`config.mk`:
```
export PLATFORM = sky130hd
export DESIGN_NAME = stream_find_replace_top
export DESIGN_NICKNAME = d
export VERILOG_FILES = /design/src/sfr_pkg.sv /design/src/stream_find_replace_top.sv /design/src/sfr_ctrl.sv /design/src/sfr_dp.sv
export SDC_FILE = /design/constraint.sdc
export NUM_CORES = 1
export LEC_CHECK = 0
export BUFFER_PORTS_ARGS = -buffer_cell sky130_fd_sc_hd__buf_2
export CAP_MARGIN = 20
export CORE_ASPECT_RATIO = 0.7
export CORE_MARGIN = 4
export CORE_UTILIZATION = 35
export CTS_BUF_LIST = sky130_fd_sc_hd__clkbuf_8
export DETAILED_ROUTE_END_ITERATION = 12
export PLACE_DENSITY = 0.56
export RECOVER_POWER = 50
export SYNTH_ARGS = -nofsm -noshare
export SYNTH_HDL_FRONTEND = slang
export SYNTH_HIERARCHICAL = 1
export SYNTH_SLANG_ARGS = --single-unit
```
`constraint.sdc`:
```
create_clock -name aclk -period 3.8 [get_ports aclk]
set_clock_uncertainty 0.2 [all_clocks]
set_input_delay 0.38 -clock aclk [delete_from_list [all_inputs] [get_ports aclk]]
set_output_delay 0.38 -clock aclk [all_outputs]
set_load 0.01 [all_outputs]
```
`src/sfr_pkg.sv`:
```
// ============================================================================
// Stream find-and-replace package
// Shared constants, register codes and controller/datapath interface types.
// ============================================================================
package sfr_pkg;

    // Default sizes of the pattern window and of the replacement text.
    localparam int MAX_PATTERN_DEF     = 8;
    localparam int MAX_REPLACEMENT_DEF = 8;

    // Newline byte: it closes a line and releases the window.
    localparam logic [7:0] NEWLINE = 8'h0A;

    // Register indexes on the configuration port (byte address = 8 * index).
    typedef enum logic [1:0] {
        REG_PLEN = 2'd0,
        REG_PAT  = 2'd1,
        REG_RLEN = 2'd2,
        REG_REP  = 2'd3
    } reg_idx_t;

    // Bit positions inside m_tuser.
    localparam int TU_VALID = 0;
    localparam int TU_DONE  = 1;

    // Source of an emitted result byte.
    typedef enum logic [1:0] {
        SEL_WIN   = 2'd0,
        SEL_REP   = 2'd1,
        SEL_NL    = 2'd2,
        SEL_EMPTY = 2'd3
    } out_sel_t;

    // Commands from the controller to the datapath.
    typedef struct packed {
        logic     append;      // push the accepted byte into the window
        logic     shift;       // drop the oldest window byte
        logic     clear_win;   // a match was found: empty the window
        logic     close_line;  // the current line is closed
        logic     emit;        // load a result into the output register
        out_sel_t sel;         // where the result byte comes from
        logic     last;        // last result of this request
        logic     done;        // final result of an end-of-text request
    } cmd_t;

    // Status from the datapath to the controller.
    typedef struct packed {
        logic count_zero;
        logic count_one;
        logic win_prefix;      // window is a prefix of the pattern
        logic win_full;        // window equals the whole pattern
        logic shift_prefix;    // window without its oldest byte is a prefix
        logic rep_zero;        // replacement is empty
        logic rep_last;        // replacement index is at its last byte
        logic line_open;
        logic out_free;        // output register can take a result
    } stat_t;

endpackage

```
`src/stream_find_replace_top.sv`:
```
// ============================================================================
// Stream find-and-replace top level
// Byte-stream search and replace with an APB register port.
// ============================================================================
// Text enters on the s_ stream one byte per request: s_tdata is the byte and
// s_tuser[0] marks an end-of-text request, whose byte is ignored. Every
// leftmost, non-overlapping occurrence of the configured pattern is replaced
// by the replacement text, which is never scanned again. Bytes that could
// still begin a match wait in a window of up to MAX_PATTERN bytes. A newline
// releases the window, and end of text releases it and closes an
// unterminated last line with a newline, or gives an empty marker.
// Results leave on the m_ stream, one byte a request: m_tdata is the byte,
// m_tuser[0] says whether it carries a byte, m_tuser[1] marks the final result
// of end of text, and m_tlast marks the last result caused by an input.
// An input request is taken only while the controller is idle, and its
// results are loaded into the output register by the scan, replacement,
// flush and close steps; a match, a request that leaves all its bytes
// pending, or a newline or end of text that meets an empty window also
// takes a step that loads no result. The controller handles one request at
// a time, taking no new input until it is back in idle.
// A stalled receiver holds the result in the output register, and a step
// with a result to load waits until it is taken. Reset empties the window
// and the output register and loads pattern length 1 and all else zero.
// ============================================================================
module stream_find_replace_top #(
    parameter int MAX_PATTERN     = sfr_pkg::MAX_PATTERN_DEF,
    parameter int MAX_REPLACEMENT = sfr_pkg::MAX_REPLACEMENT_DEF
) (
    input  logic        aclk,
    input  logic        aresetn,
    // Input stream.
    input  logic        s_tvalid,
    output logic        s_tready,
    input  logic [7:0]  s_tdata,    // [7:0] text_byte
    input  logic [0:0]  s_tuser,    // [0] end_of_text
    // Result stream.
    output logic        m_tvalid,
    input  logic        m_tready,
    output logic [7:0]  m_tdata,    // [7:0] out_byte
    output logic        m_tlast,
    output logic [1:0]  m_tuser,    // [0] byte_valid, [1] text_done
    // Register port.
    input  logic        psel,
    input  logic        penable,
    input  logic        pwrite,
    input  logic [4:0]  paddr,
    input  logic [63:0] pwdata,
    output logic [63:0] prdata,
    output logic        pready
);
    import sfr_pkg::*;

    // Configuration registers.
    logic [3:0]  plen_reg;
    logic [63:0] pat_reg;
    logic [3:0]  rlen_reg;
    logic [63:0] rep_reg;

    logic        cfg_wr;
    reg_idx_t    cfg_idx;
    logic        plen_wr;

    cmd_t        cmd;
    stat_t       stat;
    logic        s_nl;

    assign pready  = 1'b1;
    assign cfg_wr  = psel && penable && pwrite && pready;
    assign cfg_idx = reg_idx_t'(paddr[4:3]);
    assign plen_wr = cfg_wr && (cfg_idx == REG_PLEN);

    // Registers are 64 bits wide at byte addresses eight apart; the low
    // address bits are not decoded.
    always_ff @(posedge aclk) begin
        if (!aresetn) begin
            plen_reg <= 4'd1;
            pat_reg  <= '0;
            rlen_reg <= '0;
            rep_reg  <= '0;
        end else if (cfg_wr) begin
            case (cfg_idx)
                REG_PLEN: plen_reg <= pwdata[3:0];
                REG_PAT:  pat_reg  <= pwdata;
                REG_RLEN: rlen_reg <= pwdata[3:0];
                REG_REP:  rep_reg  <= pwdata;
                default:  ;
            endcase
        end
    end

    always_comb begin
        case (cfg_idx)
            REG_PLEN: prdata = {60'd0, plen_reg};
            REG_PAT:  prdata = pat_reg;
            REG_RLEN: prdata = {60'd0, rlen_reg};
            REG_REP:  prdata = rep_reg;
            default:  prdata = '0;
        endcase
    end

    // A newline request releases the window just like end of text, but
    // always ends with a newline of its own.
    assign s_nl = (s_tdata == NEWLINE);

    sfr_ctrl u_ctrl (
        .aclk     (aclk),
        .aresetn  (aresetn),
        .s_tvalid (s_tvalid),
        .s_tready (s_tready),
        .s_end    (s_tuser[0]),
        .s_nl     (s_nl),
        .stat     (stat),
        .cmd      (cmd)
    );

    sfr_dp #(
        .MAX_PATTERN     (MAX_PATTERN),
        .MAX_REPLACEMENT (MAX_REPLACEMENT)
    ) u_dp (
        .aclk      (aclk),
        .aresetn   (aresetn),
        .cmd       (cmd),
        .cfg_clear (plen_wr),
        .in_byte   (s_tdata),
        .plen_cfg  (plen_reg),
        .pat_cfg   (pat_reg),
        .rlen_cfg  (rlen_reg),
        .rep_cfg   (rep_reg),
        .m_tready  (m_tready),
        .m_tvalid  (m_tvalid),
        .m_tdata   (m_tdata),
        .m_tlast   (m_tlast),
        .m_tuser   (m_tuser),
        .stat      (stat)
    );

    // Registers must only be written by the user while the block is idle, with no
    // input request taken in the same cycle; the block itself does not enforce it.
    a_cfg_idle: assert property (@(posedge aclk) disable iff (!aresetn)
        cfg_wr |-> (s_tready && !s_tvalid))
        else $error("register write during input");

    // Pattern length always reads back within its four bits.
    a_plen_read: assert property (@(posedge aclk) disable iff (!aresetn)
        (psel && !pwrite && (cfg_idx == REG_PLEN)) |-> (prdata[63:4] == '0))
        else $error("pattern length read back with stray bits");

    // A request can only be taken when no result of an earlier one is
    // still being produced by the controller.
    a_take_free: assert property (@(posedge aclk) disable iff (!aresetn)
        (s_tvalid && s_tready) |-> !cmd.emit)
        else $error("request taken while results were being produced");

endmodule

```
`src/sfr_ctrl.sv`:
```
// ============================================================================
// Stream find-and-replace controller
// Sequences the scan, replacement, flush and line-close steps of one request.
// ============================================================================
module sfr_ctrl (
    input  logic           aclk,
    input  logic           aresetn,
    input  logic           s_tvalid,
    output logic           s_tready,
    input  logic           s_end,
    input  logic           s_nl,
    input  sfr_pkg::stat_t stat,
    output sfr_pkg::cmd_t  cmd
);
    import sfr_pkg::*;

    typedef enum logic [4:0] {
        ST_IDLE  = 5'b00001,
        ST_SCAN  = 5'b00010,
        ST_REPL  = 5'b00100,
        ST_FLUSH = 5'b01000,
        ST_CLOSE = 5'b10000
    } state_t;

    state_t state_reg, state_next;
    logic   end_reg, end_next;

    assign s_tready = (state_reg == ST_IDLE);

    always_ff @(posedge aclk) begin
        if (!aresetn) begin
            state_reg <= ST_IDLE;
            end_reg   <= 1'b0;
        end else begin
            state_reg <= state_next;
            end_reg   <= end_next;
        end
    end

    always_comb begin
        state_next = state_reg;
        end_next   = end_reg;
        cmd        = '0;
        cmd.sel    = SEL_WIN;
        case (state_reg)
            ST_IDLE: begin
                if (s_tvalid) begin
                    end_next = s_end;
                    if (s_end || s_nl) begin
                        state_next = ST_FLUSH;
                    end else begin
                        cmd.append = 1'b1;
                        state_next = ST_SCAN;
                    end
                end
            end
            ST_SCAN: begin
                if (stat.count_zero) begin
                    state_next = ST_IDLE;
                end else if (stat.win_prefix) begin
                    // Either a full match or a partial one that must wait.
                    if (stat.win_full) begin
                        cmd.clear_win = 1'b1;
                        state_next    = stat.rep_zero ? ST_IDLE : ST_REPL;
                    end else begin
                        state_next = ST_IDLE;
                    end
                end else if (stat.out_free) begin
                    // No match can start at the oldest byte: release it.
                    cmd.emit  = 1'b1;
                    cmd.shift = 1'b1;
                    cmd.sel   = SEL_WIN;
                    cmd.last  = stat.count_one || stat.shift_prefix;
                    if (cmd.last) begin
                        state_next = ST_IDLE;
                    end
                end
            end
            ST_REPL: begin
                if (stat.out_free) begin
                    cmd.emit = 1'b1;
                    cmd.sel  = SEL_REP;
                    cmd.last = stat.rep_last;
                    if (stat.rep_last) begin
                        state_next = ST_IDLE;
                    end
                end
            end
            ST_FLUSH: begin
                if (stat.count_zero) begin
                    state_next = ST_CLOSE;
                end else if (stat.out_free) begin
                    cmd.emit  = 1'b1;
                    cmd.shift = 1'b1;
                    cmd.sel   = SEL_WIN;
                    cmd.last  = end_reg && stat.count_one && !stat.line_open;
                    cmd.done  = cmd.last;
                    if (cmd.last) begin
                        cmd.close_line = 1'b1;
                        state_next     = ST_IDLE;
                    end else if (stat.count_one) begin
                        state_next = ST_CLOSE;
                    end
                end
            end
            ST_CLOSE: begin
                if (stat.out_free) begin
                    cmd.emit       = 1'b1;
                    cmd.last       = 1'b1;
                    cmd.done       = end_reg;
                    cmd.close_line = 1'b1;
                    cmd.sel        = (!end_reg || stat.line_open) ? SEL_NL : SEL_EMPTY;
                    state_next     = ST_IDLE;
                end
            end
            default: begin
                state_next = ST_IDLE;
            end
        endcase
    end

    // The replacement step is only entered with a non-empty replacement.
    a_repl_nonempty: assert property (@(posedge aclk) disable iff (!aresetn)
        (state_reg == ST_REPL) |-> !stat.rep_zero)
        else $error("replacement step entered with empty replacement");

    // A text byte pushed into the window is always scanned next.
    a_append_scan: assert property (@(posedge aclk) disable iff (!aresetn)
        cmd.append |=> (state_reg == ST_SCAN))
        else $error("appended byte not followed by a scan");

    // The last result of a request always returns the controller to idle.
    a_last_idle: assert property (@(posedge aclk) disable iff (!aresetn)
        (cmd.emit && cmd.last) |=> (state_reg == ST_IDLE))
        else $error("controller busy after last result of a request");

endmodule

```
`src/sfr_dp.sv`:
```
// ============================================================================
// Stream find-and-replace datapath
// Pending-byte window, pattern compare, replacement index and output register.
// ============================================================================
module sfr_dp #(
    parameter int MAX_PATTERN     = sfr_pkg::MAX_PATTERN_DEF,
    parameter int MAX_REPLACEMENT = sfr_pkg::MAX_REPLACEMENT_DEF
) (
    input  logic           aclk,
    input  logic           aresetn,
    input  sfr_pkg::cmd_t  cmd,
    input  logic           cfg_clear,
    input  logic [7:0]     in_byte,
    input  logic [3:0]     plen_cfg,
    input  logic [63:0]    pat_cfg,
    input  logic [3:0]     rlen_cfg,
    input  logic [63:0]    rep_cfg,
    input  logic           m_tready,
    output logic           m_tvalid,
    output logic [7:0]     m_tdata,
    output logic           m_tlast,
    output logic [1:0]     m_tuser,
    output sfr_pkg::stat_t stat
);
    import sfr_pkg::*;

    localparam int CW  = $clog2(MAX_PATTERN + 1);
    localparam int RLW = $clog2(MAX_REPLACEMENT + 1);
    localparam int RIW = (MAX_REPLACEMENT > 1) ? $clog2(MAX_REPLACEMENT) : 1;

    logic [7:0]       win_reg [MAX_PATTERN];
    logic [CW-1:0]    count_reg;
    logic             line_open_reg;
    logic [RIW-1:0]   rep_idx_reg;

    logic             m_valid_reg;
    logic [7:0]       m_data_reg;
    logic             m_last_reg;
    logic [1:0]       m_user_reg;

    logic [CW-1:0]    plen_eff;
    logic [RLW-1:0]   rlen_eff;
    logic [MAX_PATTERN-1:0] match_ok;
    logic [MAX_PATTERN-1:0] shift_ok;
    logic [7:0]       out_byte;

    // Lengths above MAX_PATTERN and MAX_REPLACEMENT are clipped to them.
    assign plen_eff = (plen_cfg > 4'(MAX_PATTERN)) ? CW'(MAX_PATTERN) : CW'(plen_cfg);
    assign rlen_eff = (rlen_cfg > 4'(MAX_REPLACEMENT)) ? RLW'(MAX_REPLACEMENT)
                                                       : RLW'(rlen_cfg);

    // Compare every pending byte with its pattern byte, both in place and
    // one position on, as the window would be after dropping its oldest byte.
    always_comb begin
        match_ok = '1;
        shift_ok = '1;
        for (int i = 0; i < MAX_PATTERN; i++) begin
            if ((CW'(i) < count_reg) && (win_reg[i] != pat_cfg[8*i +: 8])) begin
                match_ok[i] = 1'b0;
            end
        end
        for (int i = 0; i < MAX_PATTERN - 1; i++) begin
            if (((CW + 1)'(i + 1) < (CW + 1)'(count_reg)) &&
                (win_reg[i + 1] != pat_cfg[8*i +: 8])) begin
                shift_ok[i] = 1'b0;
            end
        end
    end

    always_comb begin
        stat.count_zero   = (count_reg == '0);
        stat.count_one    = (count_reg == CW'(1));
        stat.win_prefix   = (count_reg <= plen_eff) && (&match_ok);
        stat.win_full     = stat.win_prefix && (count_reg == plen_eff);
        stat.shift_prefix = ((CW + 1)'(count_reg) <= (CW + 1)'(plen_eff) + (CW + 1)'(1))
                            && (&shift_ok);
        stat.rep_zero     = (rlen_eff == '0);
        stat.rep_last     = ((RLW'(rep_idx_reg) + RLW'(1)) == rlen_eff);
        stat.line_open    = line_open_reg;
        stat.out_free     = !m_valid_reg || m_tready;
    end

    // Window bytes: written at the fill position, shifted toward entry zero.
    always_ff @(posedge aclk) begin
        if (cmd.append) begin
            for (int i = 0; i < MAX_PATTERN; i++) begin
                if (count_reg == CW'(i)) begin
                    win_reg[i] <= in_byte;
                end
            end
        end else if (cmd.shift) begin
            for (int i = 0; i < MAX_PATTERN - 1; i++) begin
                win_reg[i] <= win_reg[i + 1];
            end
        end
    end

    always_ff @(posedge aclk) begin
        if (!aresetn) begin
            count_reg     <= '0;
            line_open_reg <= 1'b0;
            rep_idx_reg   <= '0;
        end else begin
            if (cfg_clear || cmd.clear_win) begin
                count_reg <= '0;
            end else if (cmd.append) begin
                count_reg <= count_reg + CW'(1);
            end else if (cmd.shift) begin
                count_reg <= count_reg - CW'(1);
            end
            if (cmd.append) begin
                line_open_reg <= 1'b1;
            end else if (cmd.close_line) begin
                line_open_reg <= 1'b0;
            end
            if (cmd.clear_win) begin
                rep_idx_reg <= '0;
            end else if (cmd.emit && (cmd.sel == SEL_REP)) begin
                rep_idx_reg <= rep_idx_reg + RIW'(1);
            end
        end
    end

    always_comb begin
        case (cmd.sel)
            SEL_WIN:   out_byte = win_reg[0];
            SEL_REP:   out_byte = rep_cfg[8*rep_idx_reg +: 8];
            SEL_NL:    out_byte = NEWLINE;
            SEL_EMPTY: out_byte = 8'h00;
            default:   out_byte = 8'h00;
        endcase
    end

    // Output register: holds a result until the receiver takes it.
    always_ff @(posedge aclk) begin
        if (!aresetn) begin
            m_valid_reg <= 1'b0;
        end else if (cmd.emit) begin
            m_valid_reg <= 1'b1;
        end else if (m_tready) begin
            m_valid_reg <= 1'b0;
        end
    end

    always_ff @(posedge aclk) begin
        if (cmd.emit) begin
            m_data_reg           <= out_byte;
            m_last_reg           <= cmd.last;
            m_user_reg[TU_VALID] <= (cmd.sel != SEL_EMPTY);
            m_user_reg[TU_DONE]  <= cmd.done;
        end
    end

    assign m_tvalid = m_valid_reg;
    assign m_tdata  = m_data_reg;
    assign m_tlast  = m_last_reg;
    assign m_tuser  = m_user_reg;

    // A result is never loaded over one the receiver has not yet taken.
    a_no_overwrite: assert property (@(posedge aclk) disable iff (!aresetn)
        cmd.emit |-> (!m_valid_reg || m_tready))
        else $error("output register overwritten");

    // Writing the pattern length discards the pending window.
    a_cfg_clear: assert property (@(posedge aclk) disable iff (!aresetn)
        cfg_clear |=> (count_reg == '0))
        else $error("window not cleared by pattern length write");

    // The end-of-text marker always closes its request.
    a_done_last: assert property (@(posedge aclk) disable iff (!aresetn)
        (m_valid_reg && m_user_reg[TU_DONE]) |-> m_last_reg)
        else $error("text done without run last");

endmodule
```
* After elaboration in Yosys (flattened, before gate mapping)
Memory sizes are Yosys's and may differ from the RTL's.
Cells that the tools add are included.
** Cells by class
- Equality and inequality tests :: 45
- $add $sub $neg :: 5
- $mul :: 0
- Divide/modulo/power cells :: 0
- $lt $le $gt $ge :: 19
- Reductions and logical operators :: 50
- Muxes and demuxes :: 101
- Bitwise logic cells :: 8
- Shift operators :: 1
** Operators with widths (count)
- $pmux 64 s4 :: 1
- $ne 8x8->1 :: 15
- $mux 5 :: 13
- $mux 8 :: 8
- $shiftx 64x7->8 :: 1
- $mux 1 :: 58
- $mux 4 :: 9
- $lt 3x4->1 const A :: 8
- $pmux 8 s4 :: 1
- $pmux 5 s5 :: 1
- $logic_and 1x1->1 :: 24
- $mux 6 :: 3
- $eq 4x3->1 const B :: 4
- $lt 2x4->1 const A :: 4
- $pmux 4 s4 :: 1
- $reduce_and 8->1 :: 2
- $lt 1x4->1 const A :: 3
- $reduce_and 2->1 :: 5
- $eq 2x2->1 const B :: 4
- $eq 4x2->1 const B :: 2
- $eq 4x4->1 :: 2
- $eq 8x4->1 const B :: 1
- $gt 4x4->1 const B :: 2
- $logic_not 4->1 :: 2
- other kinds (32) :: 55
** Storage, ports and cells
- Memory bits (read-only) :: 0
- Input port bits :: 85
- Flip-flop bits (word level) :: 162
- Memories kept :: 1
- Memory bits (writable) :: 64
- Bits in latches :: 0
** Memory list
- u_dp.win_reg :: words 8, width 8, read ports 8, clocked after memory_dff 0, wr ports 7, line sfr_dp.sv:31 : logic [7:0] win_reg [MAX_PATTERN];

* Longest topological paths before layout
An unclocked memory read counts as a cell.
- Word-level depth :: 16
- Depth in mapped cells :: 19
- Gate-level depth less buffers :: 17

* Hierarchy
The synthesis kept the hierarchy.
** By module, submodules not included
- stream_find_replace_top :: cells each 659, times used 1, area an instance 6139.6 sq um
- sfr_dp :: cells each 548, times used 1, area an instance 5811.8 sq um
- sfr_ctrl :: cells each 60, times used 1, area an instance 474.2 sq um

* Worst setup path before layout
OpenSTA, ideal clock, no wires.
- Path type :: register to register
- From :: register plen_reg[3]
- To :: memory u_dp.win_reg[4][0], in the netlist u_dp/win_reg[0][32] (enable)
- Arrival time :: 3.253 ns
- Clock period less this slack :: 3.782 ns
- Path slack :: 0.018 ns
- Stages on the path, launching flop included :: 19
- Setup time :: 0.329 ns
- Data required time :: 3.271 ns
- Cell sequence :: dfxtp_1 > inv_1 > nand2_1 > ha_1 > nor2b_1 > o21a_1 > o21ai_0 > nand2b_1 > a2111oi_0 > or4b_4 > o21a_1 > nor2_1 > nand2b_1 > buf_2 > nand2_1 > a21oi_2 > buf_2 > nand3_1 > nand2_1
** RTL lines
- start, declared :: line stream_find_replace_top.sv:54 : logic [3:0] plen_reg;
- start signal, assigned :: line stream_find_replace_top.sv:82 : REG_PLEN: plen_reg <= pwdata[3:0];
- end, declared :: line sfr_dp.sv:31

* Final worst setup path
- From :: input paddr[4]
- To :: output prdata[35]
** Between the ends
- Longest elaborated chain between the ends :: 2
- Elaborated cells on any way between the ends :: 5
- Classes of those cells :: 3 x eq/ne; 1 x mux; 1 x reduce/logical
** Ends and longest elaborated chain
- start, declared :: line stream_find_replace_top.sv:46 : input logic [4:0] paddr,
- $eq 2x2->1, or another cell as far along :: line stream_find_replace_top.sv:92 : case (cfg_idx)
- $pmux 64 s4 (*) :: line stream_find_replace_top.sv:92
- end, declared :: line stream_find_replace_top.sv:48 : output logic [63:0] prdata,
Mark *: on every way between the ends. The rest lies on a longest branch, timed or not.

==> summary.txt <==
Run status
  – Status: finished, violations left
  – Failing checks: max-capacitance violations, max-slew violations

Synth
  – Yosys warning total: 6
  – Post-synth EDFFs: 75
  – Syn Nets: 1367
  – Netlist cell types: 59
  – Post-synthesis sequential area ratio: 42.45%
  – Async SR Flop Fraction: 0%
  – #FFs+latches synth: 226
  – Main synth FF type: dfxtp_1
  – Synthesized cell area: 0.01243 mm^2
  – Syn avg cell area: 9.807 um^2
  – Cells after Synth: 1267

Cells and area
  – Layout cell share with drive strength beyond 1: 18.12%
  – Final design instance area without fill: 0.01543 mm^2
  – Total of fill cells in the finished design: 3414
  – Share of the core filled with cells: 44.26%
  – Area delta synth->final: 24.22%
  – Nets: 1635

STA
  – Period utilization: 95.39%
  – Slew Limit Fails: 33
  – Final Critical Period: 3.625 ns
  – Final Worst Setup Slack: 0.1753 ns
  – Slew @ Worst Pin: 1.604 ns
  – Relative slew margins: -6.940%
  – Achievable Freq: 275.9 MHz
  – Final hold vios: 0
  – RSZ-0062 raised after global routing: false
  – # setup viols final: 0
  – Setup TNS: 0 ns

Placed design
  – Port bufs: 158
  – Placed instance area: 0.01401 mm^2
  – RePlAce Congestion: 0.8694
  – Worst slack, placed: -0.1578 ns
  – Final HPWL from detailed placement: 30.40 mm

Hold path
  – Hold Path Cell Cnt: 2
  – Hold Startpoint: s_tdata[1]
  – Hold Crit Class: input port to flip-flop
  – Hold Path Sink: u_dp/win_reg[0][57]

GRT
  – Initial antenna violation count: 3
  – GRT Overall Usage: 20.68%
  – First-pass GRT wire length: 62.38 mm
  – Largest net degree at the start of global routing: 139
  – Grt ovf: 0
  – Vias in the first global route: 10418

Routing
  – WL per Instance: 20.04 um
  – Via/cell ratio: 5.121
  – Total wire length: 40.88 mm
  – Drt pass-1 iters: 5
  – Detail Route Antenna Nets: 0
  – 1st-iter DRT viols: 971
  – # DRC: 0
  – Vias: 10446

Critical path
  – Critical Path Most Common Cell: clkbuf_2
  – CP Buf/Inv Count: 3
  – Crit Path Max Fanout: 39
  – Cell breakdown of the critical path: clkbuf_2, clkbuf_2, mux2i_1, nor2_1, buf_2
  – Top delay family on crit path: buffers and inverters
  – Reg-to-Reg End: u_dp/win_reg[0][26]
  – Setup Crit Path Kind: input port to output port
  – Crit-path slowest cell: clkbuf_2
  – Worst EP required: 3.22 ns
  – Worst Setup Start Kind: input port
  – Worst r2r src: u_dp/count_reg[0]
  – R2R setup slack: 0.21 ns
  – Slowest Stage Delay on Critical Path: 1.01 ns
  – Endpoint class of the critical path: output port
  – FF-to-FF path depth: 16
  – CP arrival: 3.04 ns

CTS
  – CTS Buf Count: 40
  – CTS tree: done
  – Clock Tree Buf Depth: 3
  – Root Driver: clkbuf_8
  – Deepest level of the CTS H-tree: 2
  – Clk_lat worst skew: 0.57 ns
  – Clk sinks: 226
  – Clock Pin Slew Worst Setup and Hold Paths: 0.06 ns

Die
  – Core area: 0.03487 mm^2
  – Initial Utilization: 35.63%
  – Die height: 165.6 um
  – # rows: 57
  – Die area: 0.03863 mm^2
  – DIE WIDTH: 233.2 um
  – Io pins: 163

Pwr
  – PD cells: 353.1 mW/mm^2
  – Static Leak: 6.871 nW
  – Tot Pwr: 0.005450 W
  – Worst IR drop on VDD: 0.1610 mV

Flow run
  – Max cap viols: 2
## report_power, final
part / switching, W / total [W] / internal (W)
Clock: 0.00106 / 0.00228 / 0.00122
Combinational: 0.000318 / 0.000589 / 0.000272
Sequential: 0.0000462 / 0.00259 / 0.00254
## how the worst max path moves through the flow
stage	to	start	cells past startpoint	slack, ns
5_1_grt	prdata[35]	paddr[4]	5	0.04
6_report	prdata[35]	paddr[4]	5	0.18
3_3_place_gp	u_dp/win_reg[0][61]	u_dp/win_reg[0][40]	15	-0.04
3_5_place_dp	u_dp/win_reg[0][33]	u_dp/count_reg[0]	16	-0.16
2_1_floorplan	u_dp/win_reg[0][32]	plen_reg[3]	18	0.02
4_1_cts	u_dp/win_reg[0][63]	u_dp/win_reg[0][40]	15	0.03
## routing by layer
| layer | vias up | GRT usage (%) | share of wire, % |
|---|---|---|---|
| met5 | - | 0 | 0 |
| met4 | 0 | 4.077 | 1.6 |
| met3 | 56 | 4.241 | 7.7 |
| met2 | 353 | 30.78 | 42 |
| met1 | 5077 | 31.10 | 48 |
| li1 | 4960 | - | - |
## metrics by stage
stage / instances / hold WS (ns)
after global placement: 1896 / 0.2573
after CTS: 2038 / 0.01103
after detailed placement: 1896 / 0.2694
after floorplan: 1267 / 0.2454
after global routing: 2039 / 0.02208
final: 2040 / 0.03483
## layout by cell type (no fill, tap or decap), types with 5 or more instances in the layout
cell / n
nand2_1: 261
o21ai_0: 13
ha_1: 14
edfxtp_1: 75
mux4_2: 14
nand3_1: 12
o22ai_1: 5
o221ai_1: 7
buf_4: 63
nor2b_1: 19
clkbuf_1: 50
buf_12: 5
nor2_1: 77
buf_2: 108
and2_1: 7
dfxtp_1: 150
mux2i_1: 205
clkbuf_8: 48
inv_1: 21
clkinv_1: 6
o21a_1: 5
xnor2_1: 126
nor4_1: 5
nand4_1: 34
a21oi_1: 27
a21o_1: 42
nor3_1: 10
dlygate4sd3_1: 68
a31oi_1: 8
nand2b_1: 7
mux2_2: 6
## cells in the mapped netlist (all sizes together), types with 12 or more instances
cell      n  share of area, %
a21oi    29               1.2
o21ai    16              0.64
a21o     42               2.5
and2     14              0.79
nor2     79               2.4
mux2i   205                17
nand2   261               7.9
edfxtp   75                18
nand3    12              0.48
ha       15               1.5
xnor2   126               8.9
dfxtp   151                24
nor2b    20               1.1
nand4    34               1.7
clkbuf   34               1.0
buf      40               2.4
mux4     14               2.5
## layout make-up
| cell class | count | area, um^2 | share of cell area, % |
|---|---|---|---|
| antenna | 1 | 2.502 | 0.01621 |
| clock buffer | 48 | 660.6 | 4.280 |
| clock inverter | 26 | 136.4 | 0.8836 |
| inverter | 11 | 41.29 | 0.2675 |
| multi-input combinational | 956 | 6699 | 43.40 |
| sequential | 226 | 5276 | 34.18 |
| tap | 472 | 590.6 | 3.826 |
| timing repair buffer | 300 | 2028 | 13.14 |
## timing repair
action,in CTS,in global routing
setup buffers,0,1
pin swaps,0,2
setup endpoints to repair,65,74
hold endpoints to repair,135,0
resized for setup,3,13
hold buffers,68,0
## cell families (layout without fill, tap and decap cells)
| kind of cell | after synthesis | in the layout | share of synthesized area, % |
|---|---|---|---|
| mux | 225 | 225 | 19.60 |
| buf+inv | 85 | 385 | 3.806 |
| xor+xnor | 129 | 129 | 9.093 |
| other cells | 1 | 2 | 0.03018 |
| simple gates | 463 | 463 | 16.95 |
| flops | 226 | 226 | 42.45 |
| compound gates | 123 | 123 | 6.565 |
| fa+ha+maj | 15 | 15 | 1.510 |
Power figures use the tool's default switching activity.
